<file path="src/rtl/core/swls_div.sv">
// ----------------------------------------------------------------------------
// swls_div
// Restoring divider, one quotient bit per cycle.
// ----------------------------------------------------------------------------
module swls_div #(
    parameter int W = 43
) (
    input  logic         aclk,
    input  logic         aresetn,
    input  logic         start,
    input  logic [W-1:0] dividend,
    input  logic [W-1:0] divisor,
    output logic         done,
    output logic [W-1:0] quotient
);

    localparam int CNTW = $clog2(W + 1);

    logic [W-1:0]    rem_reg, rem_next;
    logic [W-1:0]    quo_reg, quo_next;
    logic [W-1:0]    dvs_reg;
    logic [CNTW-1:0] cnt_reg;
    logic            busy_reg;
    logic            done_reg;
    logic [W:0]      trial;

    // one trial subtraction per cycle
    always_comb begin
        trial = {rem_reg, quo_reg[W-1]};
        if (trial >= {1'b0, dvs_reg}) begin
            rem_next = W'(trial - {1'b0, dvs_reg});
            quo_next = {quo_reg[W-2:0], 1'b1};
        end else begin
            rem_next = trial[W-1:0];
            quo_next = {quo_reg[W-2:0], 1'b0};
        end
    end

    // control
    always_ff @(posedge aclk) begin
        if (!aresetn) begin
            busy_reg <= 1'b0;
            done_reg <= 1'b0;
            cnt_reg  <= '0;
        end else begin
            done_reg <= 1'b0;
            if (start) begin
                busy_reg <= 1'b1;
                cnt_reg  <= '0;
            end else if (busy_reg) begin
                cnt_reg <= cnt_reg + 1'b1;
                if (cnt_reg == CNTW'(W - 1)) begin
                    busy_reg <= 1'b0;
                    done_reg <= 1'b1;
                end
            end
        end
    end

    // datapath
    always_ff @(posedge aclk) begin
        if (start) begin
            rem_reg <= '0;
            quo_reg <= dividend;
            dvs_reg <= divisor;
        end else if (busy_reg) begin
            rem_reg <= rem_next;
            quo_reg <= quo_next;
        end
    end

    assign done     = done_reg;
    assign quotient = quo_reg;

endmodule

</file>
<file path="config.mk">
export PLATFORM = sky130hd
export DESIGN_NAME = swls_div
export DESIGN_NICKNAME = d
export VERILOG_FILES = /design/src/rtl/core/swls_div.sv
export SDC_FILE = /design/constraint.sdc
export NUM_CORES = 1
export LEC_CHECK = 0
export BUFFER_PORTS_ARGS = -buffer_cell sky130_fd_sc_hd__buf_2
export CORE_MARGIN = 2
export CORE_UTILIZATION = 62
export CTS_CLUSTER_SIZE = 8
export DETAILED_ROUTE_END_ITERATION = 10
export GPL_TIMING_DRIVEN = 0
export HOLD_SLACK_MARGIN = 0.08
export PLACE_DENSITY = 0.94
export RECOVER_POWER = 100
export SETUP_SLACK_MARGIN = 0.05
export SYNTH_ARGS = -nofsm -noshare
export SYNTH_HDL_FRONTEND = slang
export SYNTH_SLANG_ARGS = --single-unit
</file>
<file path="constraint.sdc">
create_clock -name aclk -period 7.4 [get_ports aclk]
set_input_delay 0.37 -clock aclk [delete_from_list [all_inputs] [get_ports aclk]]
set_output_delay 0.37 -clock aclk [all_outputs]
set_load 0.02 [all_outputs]
</file>
==> impl_metrics.tcl, run 1 <==
set metrics [dict create \
    hold_ws_ps 108 \
    synthArstFlopShare_pct 0 \
    clock_skew_ps 13.5 \
    io_buffers 132 \
    grt_first_pass_wirelength_um 34200 \
    drc 0 \
    core_um2 12700 \
    crit_path_start_kind "flop" \
    violations "capacitance limit, slew limit" \
    syn_area_per_cell_um2 10.0 \
    vdd_ir_drop_max_mv 0.221 \
    clk_pin_slew_ps 70 \
    htree_levels 4 \
    final-setup-viol-count 0 \
    grt_pass1_vias 6836 \
    nNetsFinal 1091 \
    layout_setup_ws_ps 2860 \
    syn_to_final_growth_pct 17.3 \
    wl_per_cell_um 18.9 \
    hold_buffers 0 \
    synth_most_common_cell "nor2_1" \
    rsz0062_at_grt "false" \
    crit_path_cell_trace "inv_1 -> ha_1 -> fa_1 -> nand2b_1 -> a21oi_1 -> o21ai_0 -> nand3_1 -> a221oi_1 -> o211a_1 -> o31a_4 -> clkbuf_1 -> clkbuf_1 -> mux2i_1 -> a211oi_1" \
    drive_above_1_share_pct 18.5 \
    cts_buffers 17 \
    synthesis.area_um2 8050 \
    rows 41 \
    synthFlopType "edfxtp_1" \
    gp_congestion 0.925 \
    p_leak_nw 3.97 \
    final_hold_viol_count 0 \
    totalWireLength_um 21600 \
    outcome "complete, but fails checks" \
    worstMarginPinSlew_ps 2460 \
    synthCells 805 \
    clockRootBuffer "clkbuf_16" \
    ys_types 70 \
    cts.sinks 137 \
    ys_top_cells_by_count "nor2_1 (90), edfxtp_1 (86), a21oi_1 (75)" \
    min_period_over_period_pct 61.3 \
    grt_max_degree 45 \
    ant_nets 0 \
    synth_seq_area_share_pct 44.7 \
    cts-resized-gates 0 \
    drv_cap 1 \
    postLayoutCellArea_um2 9450 \
    p_per_area_nw_per_um2 256 \
    crit_top_cell "clkbuf_1" \
    ys_warn_count 0 \
    place_ws_ps 3670 \
    postPlaceCellArea_um2 8930 \
    cts_tree "done" \
    dieHeight_um 118 \
    max_stage_delay_ps 680 \
    cts_buffer_depth 2 \
    start_util_pct 63.6 \
    antenna_found_initial 0 \
    gr-total-overflow 0 \
    ys_top_cells_by_area "edfxtp_1 (32%), dfxtp_1 (13%), ha_1 (7.0%)" \
    required_ps 7740 \
    path_class "flop to flop" \
    dieArea_um2 13900 \
    yosys.area.top_type_share_pct 32.1 \
    drtPass1Iterations 6 \
    clk_latency_ps 440 \
    worstSetupEndpointType "flop" \
    hold_class "primary input to flop" \
    dr_total_vias 6898 \
    post_cts_buffers 0 \
    grt_use_total_pct 31.3 \
    synth.net_count 940 \
    crit_fanout 10 \
    fin_crit_ps 4540 \
    crit_slowest_cell "clkbuf_1" \
    worstPathArrival_ps 4880 \
    fmax_mhz 220 \
    dp_hpwl_um 14700 \
    tns_ps 0 \
    antenna_cells 0 \
    dr.first_iter.drc_count 552 \
    max_slew_margin_pct -63.9 \
    synth.largest_area_cell "edfxtp_1" \
    drv_slew 45 \
    ys_ff_latch 137 \
    vias_per_cell 6.05 \
    fp.dieW_um 118 \
    synth_edf_count 86 \
    pin_count 133 \
]
==> power breakdown <==
group | internal, W | total [W] | switching (W) | leakage, nW
clock network | 0.000510 | 0.000870 | 0.000359 | 0.301
logic | 0.000240 | 0.000613 | 0.000373 | 2.40
registers | 0.000891 | 0.000937 | 0.0000462 | 1.27
total | 0.00164 | 0.00242 | 0.000779 | 3.97
==> worst max-delay path: cells and delay by family (launching register included) <==
family	cells	cell delay [ps]
simple gates	2	400
buf+inv	3	1130
flops	1	430
fa+ha+maj	2	440
compound gates	6	1850
mux	1	200
==> final cells by class <==
type	instances	area, um2
multi-input cells	564	3970
flip-flops and latches	137	3600
fillers	892	3220
repair buffers	132	602
clock buffers	20	478
plain buffers	44	233
inverters	60	225
well taps	172	215
clock inverters	12	124
==> final timing paths <==
path	from	endpoint	slack, ps	depth (start not counted)
min reg2reg	cnt_reg[5]$_SDFFE_PP0P_	cnt_reg[5]$_SDFFE_PP0P_	500	2
min	divisor[40]	dvs_reg[40]$_DFFE_PP_	110	1
max reg2reg	quotient[42]$_DFFE_PP_	rem_reg[35]$_SDFFE_PP0P_	2860	14
max	quotient[42]$_DFFE_PP_	rem_reg[35]$_SDFFE_PP0P_	2860	14
==> per-stage QoR <==
stage,cells,power [W],utilization (%)
after floorplan,805,0.00139,-
after global placement,1109,0.00153,70.5
after detailed placement,1109,0.00155,70.5
after CTS,1141,0.00242,75.2
after global routing,1141,0.00252,74.6
final,1141,0.00242,74.6
==> cell families after synthesis <==
family,count (synthesis),synth area share [%]
and+or+nand+nor,196,11.1
xor gates and xnor gates,40,4.35
muxes,60,8.14
AOI/OAI and AO/OA,222,18.4
DFF,137,44.7
buffers and inverters,104,5.98
adders and majority gates,46,7.24
==> layout by cell type, fill, tap and decap left out, drive strengths merged, types with 2 or more instances in the layout <==
master	instances
o211ai	5
or2	2
nor2	90
buf	89
nor4	3
nor2b	3
and3	2
xnor2	26
clkbuf	107
nand3	10
a21boi	3
nor3	10
nor4b	3
a31oi	6
a211oi	43
nand2b	11
o21a	3
mux2i	16
o21bai	6
clkinv	2
xor2	14
o21ai	31
o31ai	2
inv	69
o31a	3
a21oi	75
mux2	44
nand4	11
a211o	3
a41oi	4
a21o	22
edfxtp	86
o22ai	2
dfxtp	51
nand2	45
a2111oi	5
ha	45
==> metal layers <==
layer	part of all wire [%]	vias to the layer above	global-route usage (%)
li1	-	3226	-
met4	3.5	0	14.8
met1	39	3221	36.2
met5	0	-	0
met3	8.3	70	8.96
met2	49	381	53.6
Note: power is estimated with default switching activity, not from simulation.
==> run 2: changes to the inputs <==
--- a/config.mk
+++ b/config.mk
@@ -5,14 +5,15 @@
 export SDC_FILE = /design/constraint.sdc
 export NUM_CORES = 1
 export LEC_CHECK = 0
+export ABC_AREA = 1
 export BUFFER_PORTS_ARGS = -buffer_cell sky130_fd_sc_hd__buf_2
 export CORE_MARGIN = 2
-export CORE_UTILIZATION = 62
+export CORE_UTILIZATION = 59
 export CTS_CLUSTER_SIZE = 8
 export DETAILED_ROUTE_END_ITERATION = 10
 export GPL_TIMING_DRIVEN = 0
 export HOLD_SLACK_MARGIN = 0.08
-export PLACE_DENSITY = 0.94
+export PLACE_DENSITY = 0.89
 export RECOVER_POWER = 100
 export SETUP_SLACK_MARGIN = 0.05
 export SYNTH_ARGS = -nofsm -noshare
==> constraint.sdc (replaced) <==
create_clock -name aclk -period 4.2 [get_ports aclk]
set_input_delay 0.21 -clock aclk [delete_from_list [all_inputs] [get_ports aclk]]
set_output_delay 0.21 -clock aclk [all_outputs]
set_load 0.02 [all_outputs]
==> run 2 against run 1 <==
  * The flow now finishes without violations
  * Flip-flop and latch count unchanged
  * Clock skew rose by 1.2 ps
  * Critical path type unchanged
  * Clock-buffer cell count is 1 higher
  * Largest cell class unchanged
  * First-iteration DRC count up 71%
==> impl_metrics.tcl, run 2 <==
set metrics [dict create \
    drv_slew 0 \
    synthXorXnorAreaFrac_pct 2.18 \
    dieHeight_um 129 \
    final_hold_viol_count 0 \
    core_um2 15300 \
    ys_top_cells_by_count "nand2_1 (558), inv_1 (229), nand3_1 (96)" \
    ant_nets 0 \
    fmax_mhz 295 \
    min_period_over_period_pct 80.8 \
    synthFlopType "edfxtp_1" \
    crit_cells 15 \
    required_ps 4480 \
    antenna_cells 0 \
    p_sw_share_pct 29.2 \
    ys_warn_count 0 \
    final_common_cell "nand2_1" \
    drv_cap 0 \
    worstMarginPinSlew_ps 1150 \
    synth_compound_area_share_pct 3.37 \
    synth_top_family_by_area "simple AND/OR/NAND/NOR gates" \
    grt_first_pass_wirelength_um 46800 \
    clockPowerShare_pct 42.0 \
    ys_ff_latch 137 \
    grt_pass1_vias 9487 \
    rsz0062_at_grt "false" \
    crit_top_cell "nand2_1" \
    hold_buffers 79 \
    pwr-share-comb_pct 14.4 \
    totalWireLength_um 29900 \
    path_class "flop to flop" \
    crit_slowest_cell "nand2_1" \
    cts.sinks 137 \
    synth_edf_count 86 \
    seqPwrFrac_pct 43.6 \
    crit_fanout 10 \
    postLayoutCellArea_um2 11500 \
    io_buffers 132 \
    whs_path_depth 3 \
    synthArstFlopShare_pct 0 \
    cts-resized-gates 0 \
    power.net_switching_w 0.00105 \
    p_leak_nw 5.96 \
    grt_max_degree 45 \
    final_cell_mix "nand2_1 (561), inv_1 (229), nand3_1 (100), nor2_1 (94), buf_2 (93)" \
    drive_above_1_share_pct 10.1 \
    synthCells 1346 \
    post_cts_buffers 0 \
    synth-simple-area-share_pct 37.7 \
    use_met3_pct 7.72 \
    cp_num_buf_inv 2 \
    tns_ps 0 \
    crit_path_start_kind "flop" \
    dr.first_iter.drc_count 943 \
    worstPathArrival_ps 3670 \
    yosys.area.top_type_share_pct 27.9 \
    reg2reg_depth 15 \
    synth_mux_area_share_pct 0 \
    worstSetupEndpointType "flop" \
    ys_top_cells_by_area "edfxtp_1 (28%), nand2_1 (23%), dfxtp_1 (11%)" \
    vias_per_cell 5.32 \
    nNetsFinal 1712 \
    synth.largest_area_cell "edfxtp_1" \
    clk_latency_ps 450 \
    internal-power_w 0.00256 \
    grtUsageMet2_pct 63.0 \
    wl_per_cell_um 16.6 \
    synth_fa_ha_area_share_pct 6.31 \
    fin_util_pct 75.1 \
    drc 0 \
    syn_area_per_cell_um2 6.86 \
    hold_class "primary input to flop" \
    synth.net_count 1481 \
    start_util_pct 60.6 \
    htree_levels 4 \
    synthesis.area_um2 9240 \
    final-setup-viol-count 0 \
    dieArea_um2 16700 \
    cts_tree "done" \
    fillerInstances 1121 \
    cts_buffer_depth 2 \
    critPathTopFamily "simple AND/OR/NAND/NOR gates" \
    dp_hpwl_um 20100 \
    gr-total-overflow 0 \
    cts_buffers 17 \
    clock_skew_ps 14.8 \
    vdd_ir_drop_max_mv 0.328 \
    drtPass1Iterations 6 \
    synth_most_common_cell "nand2_1" \
    p_per_area_nw_per_um2 315 \
    hold_ws_ps 89.6 \
    syn_to_final_growth_pct 24.0 \
    max_slew_margin_pct 22.8 \
    crit_path_cell_trace "inv_1 -> ha_1 -> fa_1 -> nand3b_1 -> nand2_1 -> nand2_1 -> nand3_1 -> nand2_1 -> nand2_1 -> nand2_1 -> nand2_8 -> buf_8 -> nand2_1 -> nand3_1 -> o21ai_0" \
    outcome "finished, final reports clean" \
    ys_types 39 \
    top_usage_layer "met2" \
    use_met1_pct 43.3 \
    postPlaceCellArea_um2 10200 \
    fin_crit_ps 3390 \
    clk_pin_slew_ps 70 \
    fp.dieW_um 129 \
    dr_total_vias 9577 \
    gp_congestion 0.973 \
    synth_seq_area_share_pct 39.0 \
    clockRootBuffer "clkbuf_16" \
    rows 45 \
    max_stage_delay_ps 440 \
    antenna_found_initial 0 \
    pin_count 133 \
    p_total_w 0.00361 \
    grt_use_total_pct 36.5 \
]
-- run 2: cell count changes in the layout (fill, tap and decap cells not counted), sizes merged, moves of 12 or more --
cell,previous run,this run
nand3b,1,26
mux2i,16,0
a211oi,43,1
nand3,10,104
nand2,45,567
a21oi,75,27
inv,69,243
a21o,22,0
clkbuf,107,84
mux2,44,0
xor2,14,2
nor2,90,103
dlygate4sd3,0,79
-- run 2: path summary, 6_finish.rpt --
path / startpoint / end / slack, ps
worst max register to register: quotient[42]$_DFFE_PP_ / rem_reg[15]$_SDFFE_PP0P_ / 810
worst min register to register: rem_reg[42]$_SDFFE_PP0P_ / rem_reg[42]$_SDFFE_PP0P_ / 460
worst max-delay path: quotient[42]$_DFFE_PP_ / rem_reg[15]$_SDFFE_PP0P_ / 810
worst min-delay path: dividend[2] / quotient[2]$_DFFE_PP_ / 90
-- run 2: area by class of cell --
type / count / area [um2] / share of cell area, %
buffer: 30 / 165 / 1.44
clock buffer: 21 / 482 / 4.21
clock inverter: 11 / 97.6 / 0.852
inverter: 236 / 886 / 7.73
multi-input combinational: 943 / 4540 / 39.7
sequential: 137 / 3600 / 31.5
tap: 211 / 264 / 2.30
timing repair buffer: 212 / 1410 / 12.3
-- run 2: metal layers --
metal	vias up	share of wire, %
met5	-	0
met4	0	4.6
met3	117	7.9
met2	546	48
met1	4295	40
li1	4619	-
-- run 2: logic make-up (layout without fill, tap and decap cells) --
| logic type | after synthesis | count (layout) |
|---|---|---|
| DFF | 137 | 137 |
| and+or+nand+nor | 817 | 817 |
| adders and majority gates | 46 | 46 |
| AOI/OAI and AO/OA | 57 | 57 |
| buffers and inverters | 266 | 510 |
| xor gates and xnor gates | 23 | 23 |
-- run 2: power by group through the flow --
stage | logic [W] | registers, W | clock network [W]
floorplan | 0.000228 | 0.00164 | 0
global placement | 0.000430 | 0.00159 | 0
detailed placement | 0.000450 | 0.00159 | 0
CTS | 0.000509 | 0.00156 | 0.00150
global route | 0.000559 | 0.00158 | 0.00157
finish | 0.000519 | 0.00157 | 0.00152
-- run 2: stage by stage --
stage	worst slack, ps	std cells
after floorplan	1640	1346
after global placement	-272	1689
after detailed placement	943	1690
after CTS	1410	1801
after global routing	685	1801
final	807	1801
-- run 2: worst min-delay path: cells and delay by family --
kind / cells / cell delay, ps
buffers and inverters: 1 / 80
and+or+nand+nor: 2 / 130
